==> src/hw/rtl/hbp_pkg.sv <==
// hbp_pkg: shared types and constants of the hybrid branch predictor
// transfer structs, config register indexes, mode codes, fsm states
// no dependencies
package hbp_pkg;

  // default table sizes in index bits
  localparam int DEF_BIMODAL_MAX_BITS = 12;
  localparam int DEF_GSHARE_MAX_BITS  = 14;
  localparam int DEF_CHOOSER_MAX_BITS = 12;

  // config port
  localparam int CFG_ADDR_W = 3;
  localparam int CFG_DATA_W = 4;

  localparam logic [CFG_ADDR_W-1:0] CFG_MODE         = 3'd0;
  localparam logic [CFG_ADDR_W-1:0] CFG_BIMODAL_BITS = 3'd1;
  localparam logic [CFG_ADDR_W-1:0] CFG_GSHARE_BITS  = 3'd2;
  localparam logic [CFG_ADDR_W-1:0] CFG_HISTORY_BITS = 3'd3;
  localparam logic [CFG_ADDR_W-1:0] CFG_CHOOSER_BITS = 3'd4;

  typedef enum logic [1:0] {
    MODE_BIMODAL = 2'd0,
    MODE_GSHARE  = 2'd1,
    MODE_HYBRID  = 2'd2
  } mode_t;

  // register reset values
  localparam mode_t      RST_MODE         = MODE_HYBRID;
  localparam logic [3:0] RST_BIMODAL_BITS = 4'd12;
  localparam logic [3:0] RST_GSHARE_BITS  = 4'd14;
  localparam logic [3:0] RST_HISTORY_BITS = 4'd8;
  localparam logic [3:0] RST_CHOOSER_BITS = 4'd12;

  // table reset values
  localparam logic [1:0] CTR_RESET     = 2'd2;
  localparam logic [1:0] CHOOSER_RESET = 2'd1;
  localparam logic [1:0] CTR_MAX       = 2'd3;
  localparam logic [1:0] CTR_MIN       = 2'd0;

  typedef enum logic [1:0] {
    ST_CLEAR,
    ST_IDLE,
    ST_UPDATE
  } state_t;

  typedef struct packed {
    logic [31:0] branch_pc;
    logic        taken;
  } in_t;

  typedef struct packed {
    logic        predicted_taken;
    logic        mispredicted;
    logic        used_gshare;
    logic [31:0] prediction_total;
    logic [31:0] mispredict_total;
  } out_t;

  // counters read back from the tables, into the update logic
  typedef struct packed {
    mode_t      mode;
    logic       taken;
    logic [1:0] bctr;
    logic [1:0] gctr;
    logic [1:0] cctr;
  } upd_in_t;

  // trained counters and write enables, out of the update logic
  typedef struct packed {
    logic       pred;
    logic       miss;
    logic       use_g;
    logic       b_we;
    logic       g_we;
    logic       c_we;
    logic [1:0] bctr_new;
    logic [1:0] gctr_new;
    logic [1:0] cctr_new;
  } upd_out_t;

endpackage

==> src/hw/rtl/hbp_update.sv <==
// hbp_update: prediction select and saturating counter training
// depends on hbp_pkg
module hbp_update
  import hbp_pkg::*;
(
  input  upd_in_t  upd_in,
  output upd_out_t upd_out
);

  function automatic logic [1:0] train(input logic [1:0] ctr, input logic up);
    logic [1:0] res;
    res = ctr;
    if (up) begin
      if (ctr != CTR_MAX) res = ctr + 2'd1;
    end else begin
      if (ctr != CTR_MIN) res = ctr - 2'd1;
    end
    return res;
  endfunction

  logic bpred;
  logic gpred;
  logic use_g;
  logic pred;
  logic hybrid;

  always_comb begin
    bpred = upd_in.bctr[1];
    gpred = upd_in.gctr[1];
    case (upd_in.mode)
      MODE_BIMODAL: begin
        use_g  = 1'b0;
        hybrid = 1'b0;
      end
      MODE_GSHARE: begin
        use_g  = 1'b1;
        hybrid = 1'b0;
      end
      default: begin
        // mode 3 behaves as hybrid
        use_g  = upd_in.cctr[1];
        hybrid = 1'b1;
      end
    endcase
    pred = use_g ? gpred : bpred;

    upd_out.pred     = pred;
    upd_out.miss     = pred != upd_in.taken;
    upd_out.use_g    = use_g;
    upd_out.g_we     = use_g;
    upd_out.b_we     = !use_g;
    upd_out.gctr_new = train(upd_in.gctr, upd_in.taken);
    upd_out.bctr_new = train(upd_in.bctr, upd_in.taken);
    // chooser only moves when the two predictors disagree
    upd_out.c_we     = hybrid && (gpred != bpred);
    upd_out.cctr_new = train(upd_in.cctr, gpred == upd_in.taken);
  end

endmodule

==> config.mk <==
export PLATFORM = sky130hd
export DESIGN_NAME = hbp_update
export DESIGN_NICKNAME = d
export VERILOG_FILES = /design/src/hw/rtl/hbp_pkg.sv /design/src/hw/rtl/hbp_update.sv
export SDC_FILE = /design/constraint.sdc
export NUM_CORES = 1
export LEC_CHECK = 0
export BUFFER_PORTS_ARGS = -buffer_cell sky130_fd_sc_hd__buf_2
export CAP_MARGIN = 20
export CORE_AREA = 2 2 39 41
export DETAILED_ROUTE_END_ITERATION = 8
export DIE_AREA = 0 0 41 43
export GPL_TIMING_DRIVEN = 0
export SLEW_MARGIN = 40
export SYNTH_ARGS = -nofsm -noshare
export SYNTH_HDL_FRONTEND = slang
export SYNTH_SLANG_ARGS = --single-unit
==> constraint.sdc <==
create_clock -name vclk -period 1.7
set_input_delay 0.51 -clock vclk [all_inputs]
set_output_delay 0.51 -clock vclk [all_outputs]
set_load 0.1 [all_outputs]
# Yosys cells after proc, flatten, opt, wreduce, memory -nomap -nowiden
# Index checks and enable logic that the tools add are counted.
# Widths: inputs -> output; s select.
# classes
n_mux	12
eq_ne	7
reduce_logical	7
add_sub_neg	6
# ops
cell	count
$mux 2	9
$add 2x1->2 const B	3
$ne 2x2->1 const B	3
$reduce_bool 2->1	3
$sub 2x1->2 const B	3
$eq 2x1->1 const B	1
$logic_not 2->1	1
$mux 1	2
$ne 1x1->1	2
$pmux 1 s2	1
$reduce_or 2->1	1
$eq 1x1->1	1
$logic_and 1x1->1	1
$logic_not 1->1	1
# word_totals
word_cells	32
out_inout_bits	12
reg_bits	0

# Depth between registers and ports, before layout
# Gate-level depths: netlist of run 1.
# logic_depth
ltp_word	4
depth_mapped	4

# Worst setup path after synthesis of run 1
# OpenSTA, ideal clock, no wires.
# synth_timing
path_type	input -> output
start	input port upd_in[6] (netlist name)
end	output port upd_out[1] (netlist name)
t_required_ps	1190
stages	3
n_path_buf	1
slack_ps	-1756
arrival_time_ps	2946
path_cell_list	buf_2 > xor2_1 > o21ai_0
# synth_lines
element	line_no	source
start: declaration	hbp_update.sv:6	input upd_in_t upd_in,
end: declaration	hbp_update.sv:7	output upd_out_t upd_out

==> impl_metrics.ini, run 1 <==
[status]
status = finished, violations left
violations = setup timing

[power]
vdd_drop_max_uv = 189.5
power_mw = 0.3856
power_leakage_nw = 0.2580
power_density_nw_per_um2 = 695.7

[setup_path]
arrival_ps = 1510
cp_max_fo = 2
crit_path_end_kind = output pin
slowest_delay_ps = 350
required_ps = 1190
crit_path_cell_trace = buf_8 -> mux2i_4 -> mux2_4 -> xor2_4 -> buf_12
path_class = in2out
slowest_stage = mux2_4
start_kind = primary input

[synth]
synth_seq_area_share_pct = 0
syn_inst = 23
syn_nets = 32
yosysTopAreaCellShare_pct = 22.54
netlist_top_cells_count = inv_1 (4), maj3_1 (4), buf_4 (3), o21ai_0 (2), xor2_1 (2)
synth_top_cell_by_area = maj3_1
synth_area_per_cell_um2 = 7.725
ys_top_cells_by_area = maj3_1 (23%), buf_4 (13%), xor2_1 (9.9%)
ys_warn_count = 0
netlist_area_um2 = 177.7
ys_types = 13

[detailed_routing]
wire_per_inst_um = 7.823
drt-initial-drc-count = 1
finalWirelength_um = 485
postRouteAntennaNets = 0
drc = 0
vias = 231
drt_pass1_iterations = 3
via_per_inst = 3.726

[timing]
max_freq_mhz = 496.0
rsz0062_at_grt = true
hold_violations = 0
timing.final.ws_setup_ps = -316.2
relSlewSlack_pct = 81.55
min_period_ps = 2016
slew_viol_final = 0
setup_viol = 6
worst_pin_slew_ps = 279.1
fin_crit_sh_pct = 118.6

[worst_hold_path]
min_path_cells = 3
hold_start = upd_in[0]
min_to = upd_out[0]
hold_path.class = in2out

[place]
dpl.hpwl_um = 423.4
dp_cells = 59
gp_congestion = 0.5197
portBuffers = 20

[die]
fp.dieW_um = 41
core_region_area_um2 = 1384
start_util_pct = 12.84
num_io_pins = 21
fp.dieArea_um2 = 1763
die-height_um = 43
rows = 14

[finish]
filler_cell_count = 134
numSequentialCells = 0
seqCellArea_um2 = 0
finalNetCount = 57
final_cells = 62
drive_gt1_share_pct = 84.78
diodes = 0
nClkBuffers = 0
utilization_pct = 40.05
area_growth_pct = 212.0

[global_route]
grt_pass1_wl_um = 745
grt_max_degree = 7
grt_pass1_vias = 182
antenna_found_initial = 0
gr-total-overflow = 0
grt_use_total_pct = 5.617

[clock_network]
cts_hold_buf = 0

[flow_run]
cap_violations = 0
## layout make-up
class	instances	area (um2)	share of cell area (%)
Timing Repair Buffer	23	272.8	49.21
Multi-Input combinational cell	15	193.9	34.99
Buffer	4	50.05	9.029
Tap cell	16	20.02	3.612
Inverter	4	17.52	3.160
## power breakdown
part	switching (mW)	leakage (nW)	total (mW)	internal (mW)
logic	0.248	0.258	0.386	0.138
registers	0	0	0	0
clock network	0	0	0	0
## cell usage in the layout (no fill, tap or decap), drive strengths merged
master and n:
nand2 1, a21o 1, inv 4, maj3 4
xor2 3, mux2i 1, and2 1, o21ai 2
buf 27, nor2 1, mux2 1
## kinds of logic after synthesis
group	after synthesis	synth area share [%]
adders and majority gates	4	22.54
AOI/OAI and AO/OA	3	9.861
buffers and inverters	8	23.94
muxes	2	16.19
xor gates and xnor gates	3	19.02
and+or+nand+nor	3	8.448
## repair_timing
item / in CTS / in global routing
endpoints found under the hold margin: 0 / 0
setup buffers: 2 / 1
pin swaps: 2 / 2
resized for setup: 37 / 8
setup endpoints to repair: 12 / 7
## stage by stage
step | setup WS, ps | TNS (ps) | cell area (um2) | hold WS [ps]
detailed placement | -600.6 | -2688 | 367.9 | 1473
global placement | -596.2 | -2617 | 367.9 | 1472
finish | -316.2 | -965.8 | 554.3 | 1376
floorplan | -987.9 | -2927 | 247.7 | 1202
global route | -348.0 | -1110 | 554.3 | 1397
CTS | -356.8 | -858.3 | 514.2 | 1380
## per-layer routing
metal	vias to the layer above	track usage, %	wire [um]
met1	110	7.051	156
li1	115	-	-
met2	6	10.31	304
met5	-	0	0
met4	0	0	0
met3	0	0.5236	24
## worst max-delay path by stage
stage / startpoint / endpoint / cells after the start
finish: upd_in[8] / upd_out[10] / 5
global route: upd_in[8] / upd_out[10] / 5
CTS: upd_in[8] / upd_out[10] / 5
detailed placement: upd_in[8] / upd_out[10] / 5
global placement: upd_in[8] / upd_out[10] / 5
floorplan: upd_in[8] / upd_out[10] / 3
## worst max-delay path: cells and delay by family
family,cells,cell delay [ps]
buffers and inverters,2,270
XOR/XNOR,1,150
multiplexers,2,570
Note: power is estimated with default switching activity, not from simulation.
==> run 2: changes to the inputs <==
- ABC_AREA: default -> 1
- PLACE_DENSITY: default -> 0.52
==> run 2 against run 1 <==
The flow still finishes with violations (setup timing). Largest cell class unchanged. Synthesized area up 8.5%. Total power up 7.3%. Routed wire length up 62%. Global-route usage up 3.8 points. Largest power group unchanged. Sequential cell count unchanged. Via count up 53%. Sequential share of layout area unchanged.
==> impl_metrics.ini, run 2 <==
[worst_hold_path]
hold_start = upd_in[2]
hold_path.class = in2out

[detailed_routing]
drt-initial-drc-count = 5
drt_pass1_iterations = 4
finalWirelength_um = 788
via_per_inst = 4.305
drc = 0
wire_per_inst_um = 9.610
vias = 353
postRouteAntennaNets = 0

[global_route]
antenna_found_initial = 0
grt_max_degree = 8
grt_pass1_vias = 346
gr-total-overflow = 0
grt_pass1_wl_um = 1276
grt_use_total_pct = 9.391

[place]
dpl_worst_slack_ps = -445.5
gp_congestion = 0.5982
placed_area_um2 = 420.4
portBuffers = 21
dpl.hpwl_um = 546.5

[setup_path]
arrival_ps = 1190
cp_max_fo = 4
path_class = in2out
start_kind = primary input
crit_path_end_kind = output pin
crit_path_start = upd_in[3]
required_ps = 1190

[timing]
timing.final.ws_setup_ps = -4.250
hold_violations = 0
fin_crit_sh_pct = 100.3
slew_viol_final = 0
max_freq_mhz = 586.8
setup_viol = 1
rsz0062_at_grt = true
worst_pin_slew_ps = 278.1
tns_ps = -4.250
min_period_ps = 1704
holdWs_ps = 1363
relSlewSlack_pct = 81.61

[finish]
finalNetCount = 77
diodes = 0
nClkBuffers = 0
area_growth_pct = 277.9
drive_gt1_share_pct = 86.36
layout_common_cells = buf_4 (8), buf_12 (8), buf_6 (7)
utilization_pct = 52.62
numSequentialCells = 0
seqCellArea_um2 = 0
filler_cell_count = 119
postLayoutCellArea_um2 = 728.2

[synth]
ys_types = 8
synth_seq_area_share_pct = 0
syn_inst = 42
synth_area_per_cell_um2 = 4.588
ys_top_cells_by_area = o21ai_0 (21%), inv_1 (19%), nand2_1 (19%)
ys_warn_count = 0
syn_nets = 51
netlist_top_cells_count = inv_1 (10), nand2_1 (10), o21ai_0 (8), nand3_1 (5), buf_4 (3)
netlist_area_um2 = 192.7
synth_top_cell_by_area = o21ai_0
yosysTopAreaCellShare_pct = 20.78

[status]
status = finished, violations left
violations = setup timing

[die]
core_region_area_um2 = 1384
fp.dieW_um = 41
fp.dieArea_um2 = 1763
rows = 14
start_util_pct = 13.92
die-height_um = 43
num_io_pins = 21

[flow_run]
cap_violations = 0

[power]
power_leakage_nw = 0.3165
power_density_nw_per_um2 = 568.3
vdd_drop_max_uv = 226.8

[clock_network]
cts_hold_buf = 0
[run 2: cell types whose count changed after synthesis, sizes merged]
cell,change
nand3,+5
maj3,-4
nand2,+11
mux2i,-1
a21oi,+2
inv,+6
nor2,+1
a21o,-1
mux2,-1
buf,-1
xor2,-3
o21ai,+6
and2,-1
[run 2: stage by stage]
step | total power [mW] | instances
floorplan | 0.2541 | 42
global placement | 0.3001 | 79
detailed placement | 0.3015 | 79
CTS | 0.3838 | 81
global route | 0.4303 | 82
finish | 0.4139 | 82
[run 2: path summary, 6_finish.rpt]
check / endpoint / slack, ps / cells past startpoint
hold / removal: upd_out[2] / 1360 / 3
setup / recovery: upd_out[1] / -4 / 6
[run 2: cell families after synthesis]
logic type	after synthesis	share of synthesized area, %
AND/OR/NAND/NOR	19	42.86
buffers and inverters	13	31.17
AO/OA/AOI/OAI	10	25.98
[run 2: layout make-up]
type | instances | area (um2) | area share [%]
plain buffers | 2 | 15.01 | 2.062
inverters | 10 | 58.81 | 8.076
multi-input cells | 29 | 320.3 | 43.99
well taps | 16 | 20.02 | 2.749
repair buffers | 25 | 314.1 | 43.13
[run 2: power breakdown]
part | internal (mW) | switching (mW) | total (mW)
clock | 0 | 0 | 0
combinational | 0.139 | 0.275 | 0.414
sequential | 0 | 0 | 0
[run 2: critical path, cell delays in order]
cell     delay, ps
buf_8          110
nand2_2        130
nand2_2         90
o21ai_2         90
o21ai_4         90
buf_12         170
[run 2: routing by layer]
metal  GRT usage (%)  part of all wire [%]
met5               0                     0
met4               0                     0
met3               0                   3.9
met2           17.50                    61
met1           12.03                    35
[run 2: what timing repair did]
action                                  4_1_cts  5_1_grt
gates resized for setup                      55       21
hold endpoints to repair                      0        0
pin swaps                                     5        8
setup buffers                                 3        1
endpoints found under the setup margin       12       10
