### config.mk
export PLATFORM = sky130hd
export DESIGN_NAME = hbp_index
export DESIGN_NICKNAME = d
export VERILOG_FILES = /design/src/hw/rtl/hbp_pkg.sv /design/src/hw/rtl/hbp_index.sv
export SDC_FILE = /design/constraint.sdc
export NUM_CORES = 1
export LEC_CHECK = 0
export BUFFER_PORTS_ARGS = -buffer_cell sky130_fd_sc_hd__buf_2
export CAP_MARGIN = 25
export CORE_MARGIN = 2
export CORE_UTILIZATION = 48
export DETAILED_ROUTE_END_ITERATION = 12
export PLACE_DENSITY = 0.87
export SLEW_MARGIN = 20
export SYNTH_ARGS = -nofsm -noshare
export SYNTH_HDL_FRONTEND = slang
export SYNTH_SLANG_ARGS = --single-unit
### constraint.sdc
create_clock -name vclk -period 10.9
set_input_delay 1.09 -clock vclk [all_inputs]
set_output_delay 1.09 -clock vclk [all_outputs]
set_load 0.1 [all_outputs]
### src/hw/rtl/hbp_pkg.sv
// hbp_pkg: shared types and constants of the hybrid branch predictor
// transfer structs, config register indexes, mode codes, fsm states
// no dependencies
package hbp_pkg;

  // default table sizes in index bits
  localparam int DEF_BIMODAL_MAX_BITS = 12;
  localparam int DEF_GSHARE_MAX_BITS  = 14;
  localparam int DEF_CHOOSER_MAX_BITS = 12;

  // config port
  localparam int CFG_ADDR_W = 3;
  localparam int CFG_DATA_W = 4;

  localparam logic [CFG_ADDR_W-1:0] CFG_MODE         = 3'd0;
  localparam logic [CFG_ADDR_W-1:0] CFG_BIMODAL_BITS = 3'd1;
  localparam logic [CFG_ADDR_W-1:0] CFG_GSHARE_BITS  = 3'd2;
  localparam logic [CFG_ADDR_W-1:0] CFG_HISTORY_BITS = 3'd3;
  localparam logic [CFG_ADDR_W-1:0] CFG_CHOOSER_BITS = 3'd4;

  typedef enum logic [1:0] {
    MODE_BIMODAL = 2'd0,
    MODE_GSHARE  = 2'd1,
    MODE_HYBRID  = 2'd2
  } mode_t;

  // register reset values
  localparam mode_t      RST_MODE         = MODE_HYBRID;
  localparam logic [3:0] RST_BIMODAL_BITS = 4'd12;
  localparam logic [3:0] RST_GSHARE_BITS  = 4'd14;
  localparam logic [3:0] RST_HISTORY_BITS = 4'd8;
  localparam logic [3:0] RST_CHOOSER_BITS = 4'd12;

  // table reset values
  localparam logic [1:0] CTR_RESET     = 2'd2;
  localparam logic [1:0] CHOOSER_RESET = 2'd1;
  localparam logic [1:0] CTR_MAX       = 2'd3;
  localparam logic [1:0] CTR_MIN       = 2'd0;

  typedef enum logic [1:0] {
    ST_CLEAR,
    ST_IDLE,
    ST_UPDATE
  } state_t;

  typedef struct packed {
    logic [31:0] branch_pc;
    logic        taken;
  } in_t;

  typedef struct packed {
    logic        predicted_taken;
    logic        mispredicted;
    logic        used_gshare;
    logic [31:0] prediction_total;
    logic [31:0] mispredict_total;
  } out_t;

  // counters read back from the tables, into the update logic
  typedef struct packed {
    mode_t      mode;
    logic       taken;
    logic [1:0] bctr;
    logic [1:0] gctr;
    logic [1:0] cctr;
  } upd_in_t;

  // trained counters and write enables, out of the update logic
  typedef struct packed {
    logic       pred;
    logic       miss;
    logic       use_g;
    logic       b_we;
    logic       g_we;
    logic       c_we;
    logic [1:0] bctr_new;
    logic [1:0] gctr_new;
    logic [1:0] cctr_new;
  } upd_out_t;

endpackage

### src/hw/rtl/hbp_index.sv
// hbp_index: table index forming and global history shift
// depends on hbp_pkg
module hbp_index
  import hbp_pkg::*;
#(
  parameter int BIMODAL_MAX_BITS = DEF_BIMODAL_MAX_BITS,
  parameter int GSHARE_MAX_BITS  = DEF_GSHARE_MAX_BITS,
  parameter int CHOOSER_MAX_BITS = DEF_CHOOSER_MAX_BITS
) (
  input  logic [31:0]                 branch_pc,
  input  logic                        taken,
  input  mode_t                       mode,
  input  logic [3:0]                  bimodal_bits,
  input  logic [3:0]                  gshare_bits,
  input  logic [3:0]                  history_bits,
  input  logic [3:0]                  chooser_bits,
  input  logic [GSHARE_MAX_BITS-1:0]  history,
  output logic [BIMODAL_MAX_BITS-1:0] bidx,
  output logic [GSHARE_MAX_BITS-1:0]  gidx,
  output logic [CHOOSER_MAX_BITS-1:0] cidx,
  output logic [GSHARE_MAX_BITS-1:0]  history_next,
  output logic                        history_upd
);

  logic [29:0]                 word;
  logic [4:0]                  beff;
  logic [4:0]                  geff;
  logic [4:0]                  ceff;
  logic [4:0]                  heff;
  logic [4:0]                  shamt;
  logic [BIMODAL_MAX_BITS-1:0] bmask;
  logic [GSHARE_MAX_BITS-1:0]  gmask;
  logic [GSHARE_MAX_BITS-1:0]  hmask;
  logic [CHOOSER_MAX_BITS-1:0] cmask;
  logic [GSHARE_MAX_BITS-1:0]  hist_m;
  logic [GSHARE_MAX_BITS-1:0]  gword;
  logic [GSHARE_MAX_BITS-1:0]  taken_bit;

  assign word = branch_pc[31:2];

  // for the tables zero acts as one and above the size saturates; history caps at geff
  always_comb begin
    beff = (bimodal_bits == 4'd0) ? 5'd1 :
           ({1'b0, bimodal_bits} > 5'(BIMODAL_MAX_BITS)) ? 5'(BIMODAL_MAX_BITS) :
           {1'b0, bimodal_bits};
    geff = (gshare_bits == 4'd0) ? 5'd1 :
           ({1'b0, gshare_bits} > 5'(GSHARE_MAX_BITS)) ? 5'(GSHARE_MAX_BITS) :
           {1'b0, gshare_bits};
    ceff = (chooser_bits == 4'd0) ? 5'd1 :
           ({1'b0, chooser_bits} > 5'(CHOOSER_MAX_BITS)) ? 5'(CHOOSER_MAX_BITS) :
           {1'b0, chooser_bits};
    heff = ({1'b0, history_bits} > geff) ? geff : {1'b0, history_bits};
  end

  always_comb begin
    for (int i = 0; i < BIMODAL_MAX_BITS; i++) begin
      bmask[i] = (5'(i) < beff);
    end
    for (int i = 0; i < GSHARE_MAX_BITS; i++) begin
      gmask[i] = (5'(i) < geff);
      hmask[i] = (5'(i) < heff);
    end
    for (int i = 0; i < CHOOSER_MAX_BITS; i++) begin
      cmask[i] = (5'(i) < ceff);
    end
  end

  always_comb begin
    bidx      = word[BIMODAL_MAX_BITS-1:0] & bmask;
    cidx      = word[CHOOSER_MAX_BITS-1:0] & cmask;
    gword     = word[GSHARE_MAX_BITS-1:0] & gmask;
    hist_m    = history & hmask;
    shamt     = geff - heff;
    // history lands on the top heff bits of the gshare index
    gidx      = (gword ^ (hist_m << shamt)) & gmask;
    taken_bit = {{(GSHARE_MAX_BITS-1){1'b0}}, taken};
    history_next = ((hist_m >> 1) | (taken_bit << (heff - 5'd1))) & hmask;
    history_upd  = (mode != MODE_BIMODAL) && (heff != 5'd0);
  end

endmodule

Word level (Yosys, flattened, before mapping)

Cells that the tools add are included.
Widths: inputs -> output; s select.

Register bits after elaboration: 0
Bits of input ports: 65
Output and inout port bits: 53
Word-level logic and storage cells: 81

Add/subtract/negate cells: 2
Magnitude comparators: 56
Shift operators: 2
Muxes and demuxes: 7
Bitwise logic cells: 8
Reductions and logical operators: 6

Operator list:

| kind                | number |
|---|---|
| $lt 4x4->1 const A  | 20 |
| $lt 3x4->1 const A  | 16 |
| $and 14x14->14      | 4 |
| $lt 1x4->1 const A  | 8 |
| $lt 2x4->1 const A  | 8 |
| $mux 4              | 7 |
| $and 12x12->12      | 2 |
| $or 13x14->14       | 1 |
| $shl 1x5->14        | 1 |
| $shl 14x5->14       | 1 |
| $xor 14x14->14      | 1 |
| $gt 4x4->1 const B  | 3 |
| $logic_not 4->1     | 3 |
| $reduce_bool 5->1   | 1 |
| $sub 4x1->5 const B | 1 |
| $sub 4x4->5         | 1 |
| $gt 4x4->1          | 1 |
| $reduce_bool 2->1   | 1 |
| $logic_and 1x1->1   | 1 |

Depth between registers and ports, before layout

Gate-level depths: netlist (run 1).

Word-level depth: 10
Depth in mapped cells: 23
Gate-level depth less buffers: 20

Worst setup path after synthesis (run 1)

No wires, ideal clock.

Kind: input to output
Start: input port gshare_bits[2]
End: output port gidx[12]
Arrival: 7521 ps
Required time: 9810 ps
Slack: 2289 ps
Stages: 20
Path buffers: 2
Cells stage by stage: clkbuf_1 > nor2_1 > nor2_1 > a21oi_1 > ha_1 > nor2b_4 > o211a_4 > o21ai_4 > mux2i_1 > ha_1 > clkbuf_1 > nor2b_1 > nand2_1 > o2bb2a_1 > nand4_1 > a21oi_1 > a211oi_2 > a211oi_2 > o21a_1 > nor4_1

Cells in the longest elaborated chain, start to end: 10
Elaborated cells on any way between the ends: 27
Classes of those cells: 1 x add/sub; 17 x order compare; 1 x shift; 3 x mux; 4 x bitwise; 1 x reduce/logical

Ends and longest elaborated chain:

| what                               | RTL line        | RTL |
|---|---|---|
| start, declared                    | hbp_index.sv:14 | `input logic [3:0] gshare_bits,` |
| $gt 4x4->1                         | hbp_index.sv:47 | `({1'b0, gshare_bits} > 5'(GSHARE_MAX_BITS)) ? 5'(GSHARE_MAX_BITS) :` |
| $mux 4                             | hbp_index.sv:47 |  |
| $mux 4 (*)                         | hbp_index.sv:46 | `geff = (gshare_bits == 4'd0) ? 5'd1 :` |
| $gt 4x4->1                         | hbp_index.sv:52 | `heff = ({1'b0, history_bits} > geff) ? geff : {1'b0, history_bits};` |
| $mux 4                             | hbp_index.sv:52 |  |
| $lt 1x4->1 (tied with other cells) | hbp_index.sv:61 | `hmask[i] = (5'(i) < heff);` |
| $and 14x14->14                     | hbp_index.sv:72 | `hist_m = history & hmask;` |
| $shl 14x5->14                      | hbp_index.sv:75 | `gidx = (gword ^ (hist_m << shamt)) & gmask;` |
| $xor 14x14->14                     | hbp_index.sv:75 |  |
| $and 14x14->14 (*)                 | hbp_index.sv:75 |  |
| end, declared                      | hbp_index.sv:19 | `output logic [GSHARE_MAX_BITS-1:0] gidx,` |

Mark *: on every way between the ends. The rest lies on a longest branch, timed or not.

Worst setup path after layout (run 1)

Start: input port gshare_bits[1]
End: output port gidx[13]

Same word-level chain as after synthesis.

==> results of run 1 <==
cell families (layout without fill, tap and decap cells):
kind of cell	after synthesis	after routing
compound gates	138	138
xor+xnor	11	11
buf+inv	40	115
mux	9	9
fa+ha+maj	13	13
simple gates	136	136
worst min path at each step:
stage,cells after the start,slack (ps),from,to
after floorplan,2,2530,branch_pc[13],gidx[11]
after global placement,2,2580,branch_pc[2],bidx[0]
after detailed placement,2,2580,branch_pc[2],bidx[0]
after CTS,2,2580,branch_pc[2],bidx[0]
after global routing,2,2580,branch_pc[2],bidx[0]
final,2,2580,branch_pc[2],cidx[0]
per-layer routing:
metal,vias to the layer above,GRT usage [%],wire [um]
met5,-,0,0
met4,0,6.08,142
met3,24,1.81,682
met2,190,49.4,3910
met1,1469,37.7,3190
li1,1468,-,-
power by group through the flow:
stage	clock, mW	combinational, mW	sequential, mW
after floorplan	0	0.309	0
after global placement	0	0.370	0
after detailed placement	0	0.375	0
after CTS	0	0.376	0
after global routing	0	0.403	0
final	0	0.383	0
Yosys cell counts, types with 3 or more instances:
| cell | number |
|---|---|
| a211oi_1 | 6 |
| a21oi_1 | 31 |
| a21oi_2 | 3 |
| a22oi_1 | 4 |
| a31oi_1 | 5 |
| a32oi_1 | 3 |
| and2_1 | 3 |
| and3_1 | 8 |
| clkbuf_1 | 23 |
| ha_1 | 12 |
| inv_1 | 14 |
| mux2i_1 | 8 |
| nand2_1 | 27 |
| nand2b_1 | 7 |
| nand3_1 | 8 |
| nand4_1 | 6 |
| nor2_1 | 43 |
| nor2b_1 | 9 |
| nor3_1 | 8 |
| o211a_1 | 4 |
| o211ai_1 | 7 |
| o21a_1 | 13 |
| o21ai_0 | 15 |
| o22ai_1 | 4 |
| o31ai_1 | 3 |
| o32ai_1 | 4 |
| or3_1 | 7 |
| xnor2_1 | 9 |
per-stage QoR:
stage               setup WS, ps  hold slack (ps)
floorplan                   2290             2530
global placement            3650             2580
detailed placement          3620             2580
CTS                         3570             2580
global route                3120             2580
finish                      3410             2580
area by class of cell:
type               count  share of cell area [%]
multi-input cells    307                    76.9
inverters             15                    2.09
repair buffers       100                    18.6
well taps             52                    2.42
==> impl_metrics.tcl, run 1 <==
set metrics [dict create \
    status "finished clean" \
    required_ps 9810 \
    antenna_found_initial 0 \
    ioPinCount 118 \
    synth-compound-area-share_pct 46.4 \
    path_max_fanout 24 \
    drt-vias-per-instance 6.65 \
    maxSlewHeadroom_pct 39.9 \
    worstSetupEndpointType "output pin" \
    startpoint "gshare_bits[1]" \
    dr.pass1.iters 5 \
    postPlaceCellArea_sq_um 2690 \
    synth-xor-area-share_pct 4.33 \
    most-common-layout-cells "buf_2, nor2_1, a21oi_1" \
    cts_hold_buf 0 \
    drc 0 \
    fin_crit_sh_pct 68.7 \
    path_buf_inv 5 \
    p_leak_nw 1.26 \
    place_inst 474 \
    startpoint_type "input port" \
    yosysTopAreaCell "nor2_1" \
    synth_area_leaders "nor2_1, a21oi_1, ha_1" \
    layout_commonest_cell "buf_2" \
    internal-power_mw 0.0942 \
    die_area_sq_um 5200 \
    power.switching_mw 0.289 \
    drt-initial-drc-count 388 \
    cts_setup_buffers 0 \
    dp_hpwl_mm 6.34 \
    clock.fmax_mhz 134 \
    setup_viol 0 \
    syn_area_sq_um 2230 \
    stdcell_count 474 \
    syn_to_final_growth_pct 21.0 \
    peakVddDrop_mv 0.0640 \
    max-cap-violations 0 \
    timing.final.crit_period_ps 7490 \
    grt_max_degree 27 \
    design.seq.count 0 \
    p_sw_share_pct 75.4 \
    synthCells 347 \
    p_seq_share_pct 0 \
    cp_slowest_cell "fa_1" \
    p_clk_share_pct 0 \
    ant_nets 0 \
    endpoint "gidx[13]" \
    fin_util_pct 61.0 \
    grt_pass1_vias 2661 \
    cp_data_arrival_time_ps 6400 \
    stdcell_area_sq_um 2690 \
    path_cells "buf_2, inv_1, o21ai_0, a21oi_1, ha_1, and4_1, a21oi_2, mux2_2, ha_1, inv_1, fa_1, inv_1, o2111a_1, a41oi_1, mux2i_1, a21oi_1, mux2i_1, buf_2" \
    crit_cells 18 \
    synthMuxAreaShare_pct 4.10 \
    path_common_cell "inv_1" \
    rsz0062_at_grt "no" \
    yosysWarnings 0 \
    cts_resized 0 \
    regArea_sq_um 0 \
    crit_family "compound AO/OA/AOI/OAI gates" \
    std_cell_rows 24 \
    initial_utilization_pct 50.4 \
    wl_per_cell_um 16.7 \
    p_comb_share_pct 100.0 \
    core-area_sq_um 4410 \
    grt_pass1_wl_mm 12.1 \
    netlist.area_leader.share_pct 7.25 \
    nClkBuffers 0 \
    fin_tns_setup_ps 0 \
    cp_slowest_stage_delay_ps 990 \
    p_per_area_nw_per_um2 142 \
    multi_input_area_sq_um 2070 \
    crit_type "in2out" \
    drt-total-wl_mm 7.93 \
    synth_fa_ha_area_share_pct 7.64 \
    drv_slew 0 \
    nFillCells 425 \
    track_usage_pct 28.2 \
    seq_area_frac_synth_pct 0 \
    diodes 0 \
    fin_nets 502 \
    tightest_slew_ps 877 \
    die_w_um 72.1 \
    power_mw 0.383 \
    grt_overflow_total 0 \
    syn_area_per_cell_sq_um 6.41 \
    fp.dieH_um 72.1 \
    gp_congestion 0.969 \
    synth_top_family_by_area "compound AO/OA/AOI/OAI gates" \
    syn_nets 425 \
    drive_gt1_share_pct 28.9 \
    yosysUniqueCellTypes 71 \
    port_buffers 100 \
    vias 3151 \
    hp-class "in2out" \
    hold_viol 0 \
    synthSimpleGateAreaFrac_pct 30.5 \
]
Note: power is estimated with default switching activity, not from simulation.
==> run 2, diff against run 1 <==
ABC_AREA = 1   (was unset)
CORE_UTILIZATION = 47   (was 48)
PLACE_DENSITY = 0.88   (was 0.87)
clock period = 6.95 ns   (was 10.9 ns; I/O delays follow)
==> impl_metrics.tcl, run 2 <==
set metrics [dict create \
    fin_hold_ws_ps 1790 \
    nClkBuffers 0 \
    fin_nets 568 \
    peakVddDrop_mv 0.102 \
    crit_type "in2out" \
    ioPinCount 118 \
    fp.dieH_um 69.2 \
    core-area_sq_um 4060 \
    maxSlewHeadroom_pct 46.6 \
    drive_gt1_share_pct 27.3 \
    grt_pass1_vias 2571 \
    std_cell_rows 23 \
    drt-total-wl_mm 6.91 \
    cts_setup_buffers 0 \
    synth.top_cells.by_count "nand2_1, nand3_1, inv_1" \
    dp_hpwl_mm 5.76 \
    synth_area_leaders "nand2_1, nand3_1, inv_1" \
    gp_congestion 1.02 \
    antenna_found_initial 0 \
    drt-vias-per-instance 5.54 \
    syn_nets 479 \
    ant_nets 0 \
    clock.fmax_mhz 185 \
    nFillCells 423 \
    syn_area_sq_um 2000 \
    setup_viol 0 \
    die_w_um 69.2 \
    cp_slowest_cell "fa_1" \
    path_max_fanout 15 \
    worstSetupEndpointType "output pin" \
    hp-class "in2out" \
    grt_overflow_total 0 \
    synth_most_common_cell "nand2_1" \
    required_ps 6250 \
    track_usage_pct 27.3 \
    cp_data_arrival_time_ps 4720 \
    p_leak_nw 1.53 \
    yosysUniqueCellTypes 38 \
    die_area_sq_um 4790 \
    drv_slew 0 \
    syn_to_final_growth_pct 25.4 \
    netlist.area_leader.share_pct 23.5 \
    hp-start "branch_pc[2]" \
    regArea_sq_um 0 \
    layout_commonest_cell "nand2_1" \
    grt_pass1_wl_mm 11.4 \
    cts_resized 0 \
    port_buffers 100 \
    tightest_slew_ps 798 \
    path_cells "buf_2, nor2_2, nand2_1, nand2_2, ha_1, nand3_2, nand2_4, nand2_1, nand2_4, inv_2, ha_1, inv_1, fa_1, inv_1, nand3_1, nand2_1, nor2_1, nand2_1, nand2_1, nand2_1, nor2_1, buf_2" \
    synthCells 401 \
    vias 2983 \
    hold_viol 0 \
    drc 0 \
    rsz0062_at_grt "no" \
    min_path_cells 2 \
    fin_crit_sh_pct 77.9 \
    worstHoldEndpoint "bidx[0]" \
    initial_utilization_pct 49.3 \
    fin_util_pct 61.8 \
    drt-initial-drc-count 304 \
    diodes 0 \
    timing.final.crit_period_ps 5420 \
    path_common_cell "nand2_1" \
    most-common-layout-cells "nand2_1, buf_2, nand3_1" \
    status "finished clean" \
    max-cap-violations 0 \
    p_per_area_nw_per_um2 241 \
    design.seq.count 0 \
    wl_per_cell_um 12.8 \
    fin_tns_setup_ps 0 \
    startpoint_type "input port" \
    yosysTopAreaCell "nand2_1" \
    yosysWarnings 0 \
    seq_area_frac_synth_pct 0 \
    cp_slowest_stage_delay_ps 760 \
    cts_hold_buf 0 \
    grt_max_degree 17 \
    dr.pass1.iters 6 \
    syn_area_per_cell_sq_um 4.99 \
]
[run 2: cell types whose count changed in the layout (fill, tap and decap cells not counted), sizes merged, moves of 9 or more]
cell,change
nand3,+54
inv,+42
o21a,-11
nand2,+110
a21oi,-9
nor2b,-10
o21ai,-11
[run 2: cell families after synthesis]
logic type,count (synthesis),share of synthesized area [%]
AOI/OAI and AO/OA,52,15.7
and+or+nand+nor,261,60.1
buffers and inverters,71,13.9
adders and majority gates,13,8.51
xor gates and xnor gates,4,1.75
[run 2: final cells by class]
cell class                      count  area, sq um  share of cell area [%]
Inverter                           57          216                    8.63
Multi-Input combinational cell    330         1720                    68.6
Tap cell                           50         62.6                    2.49
Timing Repair Buffer              101          508                    20.2
[run 2: layer usage]
metal | share of wire [%] | global-route usage (%) | up-vias
li1 | - | - | 1484
met1 | 42 | 37.2 | 1320
met4 | 2.0 | 3.49 | 0
met3 | 7.6 | 1.60 | 31
met2 | 49 | 48.4 | 148
met5 | 0 | 0 | -
[run 2: worst max path at each step]
stage | start | to | depth (start not counted)
floorplan | gshare_bits[3] | history_next[1] | 18
global placement | gshare_bits[3] | gidx[2] | 22
detailed placement | gshare_bits[3] | gidx[10] | 22
CTS | gshare_bits[3] | gidx[2] | 22
global route | gshare_bits[3] | gidx[10] | 22
finish | gshare_bits[3] | gidx[2] | 22
[run 2: power breakdown]
part / internal (mW) / total (mW) / switching, mW
registers: 0 / 0 / 0
clock network: 0 / 0 / 0
logic: 0.133 / 0.605 / 0.471
[run 2: worst max-delay path: cells and delay by family]
kind,cells,cell delay (ps)
simple gates,14,1730
fa+ha+maj,3,1170
buf+inv,5,1140
[run 2: through the flow]
| step | setup slack [ps] | cells | power [mW] | cell area, sq um |
|---|---|---|---|---|
| finish | 1530 | 538 | 0.605 | 2510 |
| global route | 1180 | 538 | 0.652 | 2510 |
| CTS | 1620 | 538 | 0.596 | 2510 |
| detailed placement | 1630 | 538 | 0.594 | 2510 |
| global placement | 1710 | 538 | 0.586 | 2510 |
| floorplan | 1550 | 401 | 0.493 | 2000 |
